## src/rtl/core/sbpt_pkg.sv

```systemverilog
// ----------------------------------------------------------------------------
// sbpt_pkg
// Types and constants of the servo bus packet transceiver.
// ----------------------------------------------------------------------------
package sbpt_pkg;

  // input operations
  localparam logic [2:0] OP_START_TX = 3'd0;
  localparam logic [2:0] OP_TX_PARAM = 3'd1;
  localparam logic [2:0] OP_RX_START = 3'd2;
  localparam logic [2:0] OP_RX_BYTE  = 3'd3;
  localparam logic [2:0] OP_TICK     = 3'd4;

  // result kinds
  localparam logic [2:0] KIND_TX_BYTE  = 3'd0;
  localparam logic [2:0] KIND_RX_BYTE  = 3'd1;
  localparam logic [2:0] KIND_RX_EMPTY = 3'd2;
  localparam logic [2:0] KIND_RX_BAD   = 3'd3;
  localparam logic [2:0] KIND_TIMEOUT  = 3'd4;

  // queued commands
  localparam logic [1:0] CMD_TX_HDR = 2'd0;
  localparam logic [1:0] CMD_TX_PAR = 2'd1;
  localparam logic [1:0] CMD_STATUS = 2'd2;
  localparam logic [1:0] CMD_DUMP   = 2'd3;

  // framing constants
  localparam logic [7:0] SYNC_BYTE   = 8'hFF;
  localparam logic [7:0] LEN_BIAS    = 8'd2;
  localparam logic [5:0] HDR_BYTES   = 6'd6;
  localparam logic [5:0] PAY_OFS     = 6'd5;
  localparam logic [5:0] ID_POS      = 6'd2;
  localparam logic [7:0] TIMEOUT_RST = 8'd15;
  localparam logic [7:0] TIMER_MAX   = 8'hFF;

  // command queue depth
  localparam int unsigned CMDQ_DEPTH = 4;
  localparam int unsigned CMDQ_AW    = 2;

  typedef struct packed {
    logic [2:0] op;
    logic [7:0] dev_id;
    logic [7:0] instr;
    logic [7:0] data_byte;
    logic [4:0] count;
  } in_item_t;

  typedef struct packed {
    logic [2:0] kind;
    logic [7:0] out_byte;
    logic       last;
  } out_item_t;

  // one queued command: header, parameter, status or payload dump
  typedef struct packed {
    logic [1:0] code;
    logic [7:0] b0;      // id, parameter byte or status kind
    logic [7:0] b1;      // length field
    logic [7:0] b2;      // instruction
    logic [7:0] ck;      // checksum
    logic       has_ck;
    logic [4:0] n;       // payload bytes to dump
  } cmd_t;

  // payload store write port
  typedef struct packed {
    logic       en;
    logic [5:0] addr;
    logic [7:0] data;
  } pay_wr_t;

endpackage

```

## src/rtl/core/servo_bus_packet_transceiver.sv

```systemverilog
// ----------------------------------------------------------------------------
// servo_bus_packet_transceiver
// Half-duplex servo bus packet framer and deframer.
// ----------------------------------------------------------------------------
// The front end takes one input transaction per cycle unless the four-entry
// command queue is full; a received byte also waits while a payload dump of
// the previous response is still being read out of the payload store. The
// back end loads each command into its command register, then puts out one
// result per cycle for transmit bytes and status results while out_stall is
// low; a payload byte waits for the registered read of the payload store. A
// start_tx gives 5 or 6 results, a tx_param of an active transmit 1 or 2, a
// complete response 1 status result or up to MAX_PACKET-6 payload bytes, a
// timeout tick one. The always-ready cfg port writes the timeout register.
// ----------------------------------------------------------------------------
module servo_bus_packet_transceiver
  import sbpt_pkg::*;
#(
  parameter int unsigned MAX_PACKET = 32
) (
  input  logic       clk,
  input  logic       rst_n,
  input  logic       in_valid,
  output logic       in_stall,
  input  in_item_t   in_data,
  output logic       out_valid,
  input  logic       out_stall,
  output out_item_t  out_item,
  input  logic       cfg_valid,
  output logic       cfg_ready,
  input  logic [7:0] cfg_data
);

  logic    q_push, q_full, q_pop, q_empty, dump_done;
  cmd_t    q_in, q_out;
  pay_wr_t pay_wr;

  assign cfg_ready = 1'b1;

  sbpt_front #(.MAX_PACKET(MAX_PACKET)) u_front (
    .clk       (clk),
    .rst_n     (rst_n),
    .in_valid  (in_valid),
    .in_stall  (in_stall),
    .in_data   (in_data),
    .cfg_valid (cfg_valid && cfg_ready),
    .cfg_data  (cfg_data),
    .q_push    (q_push),
    .q_cmd     (q_in),
    .q_full    (q_full),
    .pay_wr    (pay_wr),
    .dump_done (dump_done)
  );

  sbpt_cmdq u_cmdq (
    .clk       (clk),
    .rst_n     (rst_n),
    .push      (q_push),
    .push_data (q_in),
    .full      (q_full),
    .pop       (q_pop),
    .pop_data  (q_out),
    .empty     (q_empty)
  );

  sbpt_back #(.MAX_PACKET(MAX_PACKET)) u_back (
    .clk       (clk),
    .rst_n     (rst_n),
    .q_empty   (q_empty),
    .q_cmd     (q_out),
    .q_pop     (q_pop),
    .pay_wr    (pay_wr),
    .dump_done (dump_done),
    .out_valid (out_valid),
    .out_stall (out_stall),
    .out_item  (out_item)
  );

endmodule

```

## src/rtl/core/sbpt_front.sv

```systemverilog
// ----------------------------------------------------------------------------
// sbpt_front
// Accepts input items, keeps framer and deframer state, queues commands.
// ----------------------------------------------------------------------------
module sbpt_front
  import sbpt_pkg::*;
#(
  parameter int unsigned MAX_PACKET = 32
) (
  input  logic     clk,
  input  logic     rst_n,
  input  logic     in_valid,
  output logic     in_stall,
  input  in_item_t in_data,
  input  logic     cfg_valid,
  input  logic     [7:0] cfg_data,
  output logic     q_push,
  output cmd_t     q_cmd,
  input  logic     q_full,
  output pay_wr_t  pay_wr,
  input  logic     dump_done
);

  localparam logic [5:0] CAP_W = 6'(MAX_PACKET - 6);

  logic [7:0] timeout_r;
  logic       tx_active_r, tx_active_nxt;
  logic [4:0] tx_rem_r, tx_rem_nxt;
  logic [7:0] tx_sum_r, tx_sum_nxt;
  logic       rx_armed_r, rx_armed_nxt;
  logic [7:0] rx_id_r, rx_id_nxt;
  logic [4:0] rx_exp_r, rx_exp_nxt;
  logic [5:0] rx_rcv_r, rx_rcv_nxt;
  logic       rx_ok_r, rx_ok_nxt;
  logic [7:0] rx_timer_r, rx_timer_nxt;
  logic       dump_pend_r, dump_pend_nxt;

  logic       accept;
  logic [4:0] cnt_c;
  logic [7:0] len_c, sum_c, psum_c, tick_c;
  logic [4:0] prem_c;
  logic [5:0] pos_off;

  // payload store is busy while a dump is pending; received bytes wait
  assign in_stall = q_full || (in_data.op == OP_RX_BYTE && dump_pend_r);
  assign accept   = in_valid && !in_stall;

  // clamped count and transmit arithmetic
  assign cnt_c   = ({1'b0, in_data.count} > CAP_W) ? CAP_W[4:0] : in_data.count;
  assign len_c   = {3'd0, cnt_c} + LEN_BIAS;
  assign sum_c   = in_data.dev_id + len_c + in_data.instr;
  assign psum_c  = tx_sum_r + in_data.data_byte;
  assign prem_c  = tx_rem_r - 5'd1;
  assign tick_c  = (rx_timer_r < TIMER_MAX) ? rx_timer_r + 8'd1 : rx_timer_r;
  assign pos_off = rx_rcv_r - PAY_OFS;

  always_comb begin
    tx_active_nxt = tx_active_r;
    tx_rem_nxt    = tx_rem_r;
    tx_sum_nxt    = tx_sum_r;
    rx_armed_nxt  = rx_armed_r;
    rx_id_nxt     = rx_id_r;
    rx_exp_nxt    = rx_exp_r;
    rx_rcv_nxt    = rx_rcv_r;
    rx_ok_nxt     = rx_ok_r;
    rx_timer_nxt  = rx_timer_r;
    dump_pend_nxt = dump_pend_r && !dump_done;
    q_push        = 1'b0;
    q_cmd         = '0;
    pay_wr        = '0;
    if (accept) begin
      unique case (in_data.op)
        OP_START_TX: begin
          q_push        = 1'b1;
          q_cmd.code    = CMD_TX_HDR;
          q_cmd.b0      = in_data.dev_id;
          q_cmd.b1      = len_c;
          q_cmd.b2      = in_data.instr;
          q_cmd.ck      = ~sum_c;
          q_cmd.has_ck  = (cnt_c == 5'd0);
          tx_sum_nxt    = sum_c;
          tx_rem_nxt    = cnt_c;
          tx_active_nxt = (cnt_c != 5'd0);
          rx_armed_nxt  = 1'b0;
        end
        OP_TX_PARAM: begin
          if (tx_active_r) begin
            q_push        = 1'b1;
            q_cmd.code    = CMD_TX_PAR;
            q_cmd.b0      = in_data.data_byte;
            q_cmd.ck      = ~psum_c;
            q_cmd.has_ck  = (prem_c == 5'd0);
            tx_sum_nxt    = psum_c;
            tx_rem_nxt    = prem_c;
            tx_active_nxt = (prem_c != 5'd0);
          end
        end
        OP_RX_START: begin
          rx_armed_nxt = 1'b1;
          rx_id_nxt    = in_data.dev_id;
          rx_exp_nxt   = cnt_c;
          rx_rcv_nxt   = '0;
          rx_ok_nxt    = 1'b1;
          rx_timer_nxt = '0;
        end
        OP_RX_BYTE: begin
          if (rx_armed_r) begin
            // header checks: two sync bytes, then the id
            if (rx_rcv_r < ID_POS && in_data.data_byte != SYNC_BYTE) begin
              rx_ok_nxt = 1'b0;
            end
            if (rx_rcv_r == ID_POS && in_data.data_byte != rx_id_r) begin
              rx_ok_nxt = 1'b0;
            end
            // payload capture
            if (rx_rcv_r >= PAY_OFS && pos_off < {1'b0, rx_exp_r}) begin
              pay_wr.en   = 1'b1;
              pay_wr.addr = pos_off;
              pay_wr.data = in_data.data_byte;
            end
            rx_rcv_nxt = rx_rcv_r + 6'd1;
            // frame complete
            if (rx_rcv_nxt >= HDR_BYTES + {1'b0, rx_exp_r}) begin
              rx_armed_nxt = 1'b0;
              q_push       = 1'b1;
              priority if (!rx_ok_nxt) begin
                q_cmd.code = CMD_STATUS;
                q_cmd.b0   = {5'd0, KIND_RX_BAD};
              end else if (rx_exp_r == 5'd0) begin
                q_cmd.code = CMD_STATUS;
                q_cmd.b0   = {5'd0, KIND_RX_EMPTY};
              end else begin
                q_cmd.code    = CMD_DUMP;
                q_cmd.n       = rx_exp_r;
                dump_pend_nxt = 1'b1;
              end
            end
          end
        end
        OP_TICK: begin
          if (rx_armed_r) begin
            rx_timer_nxt = tick_c;
            if (tick_c >= timeout_r) begin
              q_push       = 1'b1;
              q_cmd.code   = CMD_STATUS;
              q_cmd.b0     = {5'd0, KIND_TIMEOUT};
              rx_armed_nxt = 1'b0;
            end
          end
        end
        default: begin
        end
      endcase
    end
  end

  // state registers
  always_ff @(posedge clk) begin
    if (!rst_n) begin
      timeout_r   <= TIMEOUT_RST;
      tx_active_r <= 1'b0;
      tx_rem_r    <= '0;
      tx_sum_r    <= '0;
      rx_armed_r  <= 1'b0;
      rx_id_r     <= '0;
      rx_exp_r    <= '0;
      rx_rcv_r    <= '0;
      rx_ok_r     <= 1'b1;
      rx_timer_r  <= '0;
      dump_pend_r <= 1'b0;
    end else begin
      if (cfg_valid) begin
        timeout_r <= cfg_data;
      end
      tx_active_r <= tx_active_nxt;
      tx_rem_r    <= tx_rem_nxt;
      tx_sum_r    <= tx_sum_nxt;
      rx_armed_r  <= rx_armed_nxt;
      rx_id_r     <= rx_id_nxt;
      rx_exp_r    <= rx_exp_nxt;
      rx_rcv_r    <= rx_rcv_nxt;
      rx_ok_r     <= rx_ok_nxt;
      rx_timer_r  <= rx_timer_nxt;
      dump_pend_r <= dump_pend_nxt;
    end
  end

endmodule

```

## src/rtl/core/sbpt_cmdq.sv

```systemverilog
// ----------------------------------------------------------------------------
// sbpt_cmdq
// Short command queue between front and back.
// ----------------------------------------------------------------------------
module sbpt_cmdq
  import sbpt_pkg::*;
(
  input  logic clk,
  input  logic rst_n,
  input  logic push,
  input  cmd_t push_data,
  output logic full,
  input  logic pop,
  output cmd_t pop_data,
  output logic empty
);

  cmd_t               mem_r [CMDQ_DEPTH];
  logic [CMDQ_AW-1:0] wp_r, rp_r;
  logic [CMDQ_AW:0]   cnt_r;

  assign full     = (cnt_r == (CMDQ_AW + 1)'(CMDQ_DEPTH));
  assign empty    = (cnt_r == '0);
  assign pop_data = mem_r[rp_r];

  // storage
  always_ff @(posedge clk) begin
    if (push) begin
      mem_r[wp_r] <= push_data;
    end
  end

  // pointers and fill count
  always_ff @(posedge clk) begin
    if (!rst_n) begin
      wp_r  <= '0;
      rp_r  <= '0;
      cnt_r <= '0;
    end else begin
      if (push) begin
        wp_r <= wp_r + 1'b1;
      end
      if (pop) begin
        rp_r <= rp_r + 1'b1;
      end
      cnt_r <= cnt_r + (CMDQ_AW + 1)'(push) - (CMDQ_AW + 1)'(pop);
    end
  end

endmodule

```

## src/rtl/core/sbpt_back.sv

```systemverilog
// ----------------------------------------------------------------------------
// sbpt_back
// Expands queued commands into result transactions; holds the payload store.
// ----------------------------------------------------------------------------
module sbpt_back
  import sbpt_pkg::*;
#(
  parameter int unsigned MAX_PACKET = 32
) (
  input  logic      clk,
  input  logic      rst_n,
  input  logic      q_empty,
  input  cmd_t      q_cmd,
  output logic      q_pop,
  input  pay_wr_t   pay_wr,
  output logic      dump_done,
  output logic      out_valid,
  input  logic      out_stall,
  output out_item_t out_item
);

  localparam int unsigned CAP = MAX_PACKET - 6;
  localparam int unsigned PW  = (CAP > 1) ? $clog2(CAP) : 1;

  logic [7:0] pay_mem [CAP];
  logic [7:0] rd_data_r;
  logic       rd_pend_r;

  cmd_t       cur_r;
  logic       active_r;
  logic [5:0] step_r;
  logic       out_valid_r;
  out_item_t  out_item_r;

  logic       slot_free, emit, is_last, rd_go;
  out_item_t  gen;

  assign slot_free = !out_valid_r || !out_stall;
  assign emit      = active_r && slot_free && (cur_r.code != CMD_DUMP || rd_pend_r);
  assign rd_go     = active_r && cur_r.code == CMD_DUMP && !rd_pend_r;
  assign q_pop     = !active_r && !q_empty;
  assign dump_done = emit && is_last && cur_r.code == CMD_DUMP;
  assign out_valid = out_valid_r;
  assign out_item  = out_item_r;

  // result for the current step
  always_comb begin
    gen     = '0;
    is_last = 1'b0;
    unique case (cur_r.code)
      CMD_TX_HDR: begin
        gen.kind = KIND_TX_BYTE;
        unique case (step_r)
          6'd0, 6'd1: gen.out_byte = SYNC_BYTE;
          6'd2:       gen.out_byte = cur_r.b0;
          6'd3:       gen.out_byte = cur_r.b1;
          6'd4:       gen.out_byte = cur_r.b2;
          default:    gen.out_byte = cur_r.ck;
        endcase
        is_last = (step_r == (cur_r.has_ck ? 6'd5 : 6'd4));
      end
      CMD_TX_PAR: begin
        gen.kind     = KIND_TX_BYTE;
        gen.out_byte = (step_r == 6'd0) ? cur_r.b0 : cur_r.ck;
        is_last      = (step_r == (cur_r.has_ck ? 6'd1 : 6'd0));
      end
      CMD_STATUS: begin
        gen.kind = cur_r.b0[2:0];
        is_last  = 1'b1;
      end
      CMD_DUMP: begin
        gen.kind     = KIND_RX_BYTE;
        gen.out_byte = rd_data_r;
        is_last      = (step_r == {1'b0, cur_r.n} - 6'd1);
      end
      default: begin
      end
    endcase
    gen.last = is_last;
  end

  // payload store: write from the front, registered read for dumps
  always_ff @(posedge clk) begin
    if (pay_wr.en) begin
      pay_mem[pay_wr.addr[PW-1:0]] <= pay_wr.data;
    end
    if (rd_go) begin
      rd_data_r <= pay_mem[step_r[PW-1:0]];
    end
  end

  // command register and step counter
  always_ff @(posedge clk) begin
    if (q_pop) begin
      cur_r <= q_cmd;
    end
  end

  always_ff @(posedge clk) begin
    if (!rst_n) begin
      active_r  <= 1'b0;
      step_r    <= '0;
      rd_pend_r <= 1'b0;
    end else begin
      if (q_pop) begin
        active_r  <= 1'b1;
        step_r    <= '0;
        rd_pend_r <= 1'b0;
      end else begin
        if (rd_go) begin
          rd_pend_r <= 1'b1;
        end
        if (emit) begin
          rd_pend_r <= 1'b0;
          step_r    <= step_r + 6'd1;
          if (is_last) begin
            active_r <= 1'b0;
          end
        end
      end
    end
  end

  // output register
  always_ff @(posedge clk) begin
    if (!rst_n) begin
      out_valid_r <= 1'b0;
    end else if (emit) begin
      out_valid_r <= 1'b1;
    end else if (!out_stall) begin
      out_valid_r <= 1'b0;
    end
  end

  always_ff @(posedge clk) begin
    if (emit) begin
      out_item_r <= gen;
    end
  end

endmodule

```

## config.mk

```make
export PLATFORM = sky130hd
export DESIGN_NAME = servo_bus_packet_transceiver
export DESIGN_NICKNAME = d
export VERILOG_FILES = /design/src/rtl/core/sbpt_pkg.sv /design/src/rtl/core/servo_bus_packet_transceiver.sv /design/src/rtl/core/sbpt_front.sv /design/src/rtl/core/sbpt_cmdq.sv /design/src/rtl/core/sbpt_back.sv
export SDC_FILE = /design/constraint.sdc
export NUM_CORES = 1
export LEC_CHECK = 0
export ABC_CLOCK_PERIOD_IN_PS = 10200
export BUFFER_PORTS_ARGS = -buffer_cell sky130_fd_sc_hd__buf_2
export CORE_MARGIN = 8
export CORE_UTILIZATION = 52
export CTS_BUF_LIST = sky130_fd_sc_hd__clkbuf_16
export CTS_CLUSTER_SIZE = 10
export DETAILED_ROUTE_END_ITERATION = 10
export PLACE_DENSITY = 0.7
export REMOVE_ABC_BUFFERS = 1
export SLEW_MARGIN = 20
export SYNTH_ARGS = -nofsm -noshare
export SYNTH_HDL_FRONTEND = slang
export SYNTH_SLANG_ARGS = --single-unit
```

## constraint.sdc

```tcl
create_clock -name clk -period 10.2 [get_ports clk]
set_clock_uncertainty 0.15 [all_clocks]
set_input_delay 2.04 -clock clk [delete_from_list [all_inputs] [get_ports clk]]
set_output_delay 2.04 -clock clk [all_outputs]
set_load 0.01 [all_outputs]
```

## Word-level counts from Yosys, hierarchy flattened

Memories as Yosys holds them, arrays and structs flattened. A register that Yosys moved wholly into a read port is not among the register bits.
Index checks and enable logic that the tools add are counted.

| word-level totals | value |
|---|---|
| bits of input ports | 45 |
| word-level logic and storage cells | 195 |
| memories kept | 2 |
| flip-flop bits (word level) | 80 |
| bits in writable memories | 368 |

Memories:

| memory | depth | width | rd ports | clocked after memory_dff | wr ports | RTL line | text |
|---|---|---|---|---|---|---|---|
| u_back.pay_mem | 26 | 8 | 1 | 1 | 1 | sbpt_back.sv:25 | `logic [7:0] pay_mem [CAP];` |
| u_cmdq.mem_r | 4 | 40 | 1 | 1 | 1 | sbpt_cmdq.sv:18 | `cmd_t mem_r [CMDQ_DEPTH];` |

| operators by class | value |
|---|---|
| bitwise logic cells | 3 |
| mux-type cells | 75 |
| magnitude comparators | 7 |
| equality and inequality tests | 23 |
| add/subtract/negate cells | 15 |
| reduce and logical (&&, ||, !) cells | 49 |

Operators by type and width:

| kind | number |
|---|---|
| 15-bit 2-to-1 mux | 4 |
| 10-bit 2-to-1 mux | 5 |
| 40-bit 2-to-1 mux | 1 |
| 10-bit case mux with 4 select lines | 1 |
| 1-bit 2-to-1 mux | 35 |
| 5-bit 2-to-1 mux | 7 |
| 8-bit 2-to-1 mux | 4 |
| 8-bit case mux with 2 select lines | 2 |
| 8-bit case mux with 4 select lines | 1 |
| 8-bit adder | 3 |
| 8-bit case mux with 3 select lines | 1 |
| 6-bit by 2-bit equality test with 1-bit output (second input constant) | 3 |
| 6-bit equality test | 3 |
| 9-bit 2-to-1 mux | 2 |
| 9-bit case mux with 2 select lines | 1 |
| 16-bit 2-to-1 mux | 1 |
| 8-bit NOT | 2 |
| 5-bit zero test | 3 |
| 1-bit logical AND | 13 |
| 6-bit by 1-bit adder with 6-bit output (second input constant) | 2 |
| 1-bit case mux with 4 select lines | 3 |
| 6-bit case mux with 2 select lines | 1 |
| 5-bit case mux with 2 select lines | 1 |
| 2-bit nonzero test | 5 |
| 43 further kinds | 68 |

## Depth between registers and ports, before layout

| depth | value |
|---|---|
| depth after elaboration | 14 |
| mapped depth | 19 |

## Hierarchy

From an unflattened synthesis, not the netlist that was laid out.

| unflattened totals | value |
|---|---|
| cell total of the unflattened synthesis | 1421 |
| area, all modules | 22043.6 µm² |

Modules (own cells, without submodules):

| module | area an instance (µm²) | instances | cells an instance | sequential area each (µm²) |
|---|---|---|---|---|
| sbpt_back | 11173.2 | 1 | 581 | 8227.9 |
| sbpt_cmdq | 6259.8 | 1 | 252 | 4984.8 |
| sbpt_front | 4599.4 | 1 | 586 | 1041.0 |
| servo_bus_packet_transceiver | 11.3 | 1 | 2 | 0.0 |

## Least setup slack after synthesis

Ideal clock, no wire load.

| timing path | value |
|---|---|
| kind | input to register |
| from | in in_data[31] (netlist name) |
| to | mem u_cmdq.mem_r[0][0] (netlist name), enable pin |
| stages on the path | 7 |
| library setup time | 0.438 ns |
| required time | 9.612 ns |
| path buffers | 1 |
| slack | 4.703 ns |
| data arrival time | 4.909 ns |
| path through | buf_2 -> nand3b_4 -> o211ai_2 -> a211o_2 -> o22ai_2 -> a21oi_4 -> nor2b_1 |

| on the way | value |
|---|---|
| word-level cells in the longest chain between the ends | 8 |

RTL lines:

| element | RTL line | text |
|---|---|---|
| start: declaration | servo_bus_packet_transceiver.sv:24 | `input in_item_t in_data,` |
| 3-bit by 2-bit equality test with 1-bit output | sbpt_front.sv:45, sbpt_front.sv:72 |  |
| 1-bit logical AND | sbpt_front.sv:45 | `assign in_stall = q_full \|\| (in_data.op == OP_RX_BYTE && dump_pend_r);` |
| 1-bit logical OR | sbpt_front.sv:45 |  |
| 1-bit zero test | sbpt_front.sv:46 | `assign accept = in_valid && !in_stall;` |
| 1-bit logical AND | sbpt_front.sv:46 |  |
| 1-bit 2-to-1 mux (*) | sbpt_front.sv:71 | `if (accept) begin` |
| 1-bit 2-to-1 mux (*) | sbpt_cmdq.sv:28 | `if (push) begin` |
| 1-bit 2-to-1 mux (not written as such) (*) | sbpt_cmdq.sv:29 | `mem_r[wp_r] <= push_data;` |
| end: declaration | sbpt_cmdq.sv:18 |  |

Every way passes the cells marked *; elsewhere a longest branch is shown, timed or not.

## Worst setup path in the final report

| timing path | value |
|---|---|
| from | in in_data[31] (netlist name) |
| to | reg u_cmdq.cnt_r[2] |

| on the way | value |
|---|---|
| word-level cells in the longest chain between the ends | 8 |

RTL lines:

| element | RTL line | text |
|---|---|---|
| 3-bit by 2-bit equality test with 1-bit output | sbpt_front.sv:45, sbpt_front.sv:72 |  |
| 1-bit logical AND | sbpt_front.sv:45 |  |
| 1-bit logical OR | sbpt_front.sv:45 |  |
| 1-bit zero test | sbpt_front.sv:46 |  |
| 1-bit logical AND | sbpt_front.sv:46 |  |
| 1-bit 2-to-1 mux (*) | sbpt_front.sv:71 |  |
| 3-bit by 1-bit adder with 3-bit output (*) | sbpt_cmdq.sv:46 | `cnt_r <= cnt_r + (CMDQ_AW + 1)'(push) - (CMDQ_AW + 1)'(pop);` |
| 3-bit by 1-bit subtractor with 3-bit output (*) | sbpt_cmdq.sv:46 |  |
| end signal: assignment | sbpt_cmdq.sv:46 |  |
| end: declaration | sbpt_cmdq.sv:20 | `logic [CMDQ_AW:0] cnt_r;` |

Marked as above.
A chain may end at the register's enable or synchronous reset.

==> out/metrics.yaml <==
worst_setup_path:
  cpPeakStageDelay_ns: 0.91
  critPathSlowestCell: "a21oi_2"
  required_ns: 10.53
  cp-start-kind: "input pin"
  path_buf_inv: 3
  path_class: "input pin to flip-flop"
  cp_cell_sequence: "buf_2, nor2_1, nand3_1, a21oi_2, a21oi_4, ha_1, inv_1, ha_1, inv_1, fa_1, xnor2_1, xnor2_1, and2_1"
  cp_top_family: "compound AO/OA/AOI/OAI gates"
  arrival_ns: 5.42
  crit_fanout: 16
  endpoint_kind: "flip-flop"
sta:
  setup_slack_ns: 5.115
  rsz0062_at_grt: "no"
  tightest_slew_ns: 1.062
  setup_viol: 0
  hold_violations: 0
  max_slew_margin: 0.2920
  tns_ns: 0
  period_share: 0.4986
  maxSlewViolCount: 0
  fmax_mhz: 196.6
  period_needed_ns: 5.085
global_routing:
  gr-usage-met1: 0.2813
  track_usage: 0.1965
  grt_pass1_wl_um: 71510
  overflow: 0
  gr-usage-met2: 0.2970
  grt_pass1_vias: 11950
  grt_max_degree: 66
  grtUsageMet3: 0.04420
  gr-max-usage-layer: "met2"
  antenna_found_initial: 0
placement:
  place_worst_setup_slack_ns: 4.522
  place_hpwl_um: 30800
  io_buffers: 58
  place_congestion: 0.8540
logic_synthesis:
  synthFlopType: "edfxtp_1"
  synth-edff-count: 418
  ys.warnings.count: 0
  netlist_instances: 1378
  yosysSeqAreaShare: 0.6506
  syn-cell-area_mm2: 0.02139
  synth.avg_cell_area_um2: 15.52
  synth_async_sr_flop_share: 0
  yosysUniqueCellTypes: 77
  ys_ff_latch: 486
floorplan:
  die_w_um: 218.8
  num_rows: 74
  die_y_um: 218.8
  die_area_mm2: 0.04787
  ios: 60
  core_area_mm2: 0.04074
  start_util: 0.5249
clock_tree:
  cts_tree: "built"
  cts_hold_buf: 0
  post_cts_buffers: 0
  clock_latency_ns: 0.59
  cts_htree_levels: 2
  clockBufferDepth: 3
  cts_root_buf: "clkbuf_16"
  path_clk_slew_ns: 0.06
  cts_inserted_buffers: 55
  cts_sinks: 486
  cts_resized: 0
power_and_ir_drop:
  p_leak_uw: 0.008812
  power_density_mw_per_mm2: 205.9
  peakVddDrop_mv: 0.1256
layout:
  nFillCells: 3121
  n_antenna_cell: 0
  drive_gt1_frac: 0.1700
  layout.nets: 1554
  regArea_mm2: 0.01392
  multi_input_area_mm2: 0.007046
  syn_to_final_growth_pct: 11.42
job:
  cap_violations: 0
outcome:
  run_status: "finished, final reports clean"
route:
  viasPerCell: 6.001
  dr.pass1.iters: 5
  ant_nets: 0
  drt_iter0_markers: 1038
  wire_per_inst_um: 23.27
  drt-total-wl_um: 47140
  drcViolationCount: 0
  via_count: 12160
min_path:
  hp-class: "flip-flop to flip-flop"
==> layout make-up <==
type / instances / area share
sequential: 486 / 0.5842
multi-input combinational: 782 / 0.2957
clock inverter: 46 / 0.007351
inverter: 49 / 0.007719
tap: 532 / 0.02794
timing repair buffer: 74 / 0.01722
clock buffer: 57 / 0.05986
==> sequential cells by signal, summed over array words and instances (netlist names), 6 cells and up <==
register / cells
u_front.rx_rcv_r: 6
u_front.rx_timer_r: 8
u_back.step_r: 6
u_front.rx_id_r: 8
u_back.out_item: 12
u_cmdq.mem_r: 152
u_back.cur_r: 38
u_front.tx_sum_r: 8
u_back.pay_mem: 208
u_front.timeout_r: 8
u_back.rd_data_r: 8
==> routing by layer <==
layer  part of all wire  up-vias
met1               0.44     6171
met5                  0        -
met2               0.46      420
met3              0.080       80
li1                   -     5488
met4              0.025        0
==> metrics by stage <==
step	total power [uW]	std cells	cell area, um^2	utilization	hold WS, ns
finish	4907	2026	23830	0.5849	0.3395
global route	5101	2026	23830	0.5849	0.3686
detailed placement	3210	1923	22220	0.5454	0.3238
global placement	3192	1923	22220	0.5454	0.3162
floorplan	2973	1317	21100	-	0.2944
CTS	4947	2026	23820	0.5847	0.3385
==> where the power goes <==
| group | internal, uW | leakage, uW | switching (uW) | total, uW |
|---|---|---|---|---|
| Clock | 994 | 0.000933 | 744 | 1740 |
| Sequential | 2320 | 0.00488 | 122 | 2450 |
| Combinational | 325 | 0.00300 | 398 | 723 |
| Total | 3640 | 0.00881 | 1260 | 4910 |
==> layout by cell type (no fill, tap or decap), drive strengths merged, types with 12 or more instances in the layout <==
cell and count:
a211oi 16, a21o 15, a21oi 34, a22oi 23
and2 24, and3 12, buf 74, clkbuf 57
dfxtp 68, edfxtp 418, ha 52, inv 90
mux2i 37, mux4 94, nand2 68, nand3 14
nand4 16, nor2 89, nor2b 47, nor3 13
o21ai 51, xnor2 27, xor2 22
==> synthesized netlist by cell type, drive strengths merged, types with 3 or more instances <==
cell type	number	area share
mux2i	37	0.017
nand4	16	0.0047
o221a	6	0.0032
nor3	13	0.0033
a22oi	23	0.0081
or4	4	0.0014
xnor2	27	0.011
and3	12	0.0035
and4	3	0.0012
inv	49	0.0086
clkbuf	38	0.0067
nand2	68	0.012
o211a	3	0.0014
a21oi	34	0.0087
and2	24	0.0070
a31oi	11	0.0032
nor2b	47	0.014
nand3b	3	0.0016
o21a	10	0.0035
o21ai	51	0.012
nor2	89	0.016
a21boi	8	0.0028
a211oi	16	0.0056
nor4	11	0.0035
ha	52	0.030
mux2	10	0.0053
or3	4	0.0012
nand3	14	0.0033
dfxtp	68	0.064
o211ai	7	0.0027
buf	23	0.0068
a21o	15	0.0053
nor3b	3	0.0011
mux4	94	0.10
nand2b	7	0.0020
xor2	22	0.0090
edfxtp	418	0.59
or2	3	0.00088
fa	9	0.0084
==> worst paths after layout <==
path / start / endpoint / slack (ns) / depth (start not counted)
max: in_data[31] / u_cmdq.cnt_r[2] / 5.11 / 13
min: u_front.timeout_r[0] / u_front.timeout_r[0] / 0.34 / 2
min reg2reg: u_front.timeout_r[0] / u_front.timeout_r[0] / 0.34 / 2
max reg2reg: u_front.rx_timer_r[0] / u_cmdq.cnt_r[2] / 5.21 / 19
==> tightest hold or removal path: stages (launching register included) <==
cell and delay (ns):
dfxtp_1 0.33, mux2i_1 0.07, nand2_1 0.06
==> kinds of logic (layout without fill, tap and decap cells) <==
group | Yosys count | in the layout | synth area share
compound gates | 204 | 204 | 0.06465
xor+xnor | 50 | 50 | 0.02112
fa+ha+maj | 61 | 61 | 0.03885
buf+inv | 110 | 226 | 0.02217
flops | 486 | 486 | 0.6506
mux | 141 | 141 | 0.1246
other cells | 1 | 1 | 0.0001754
simple gates | 325 | 325 | 0.07787
No activity file was read; power rests on OpenSTA's default activity.
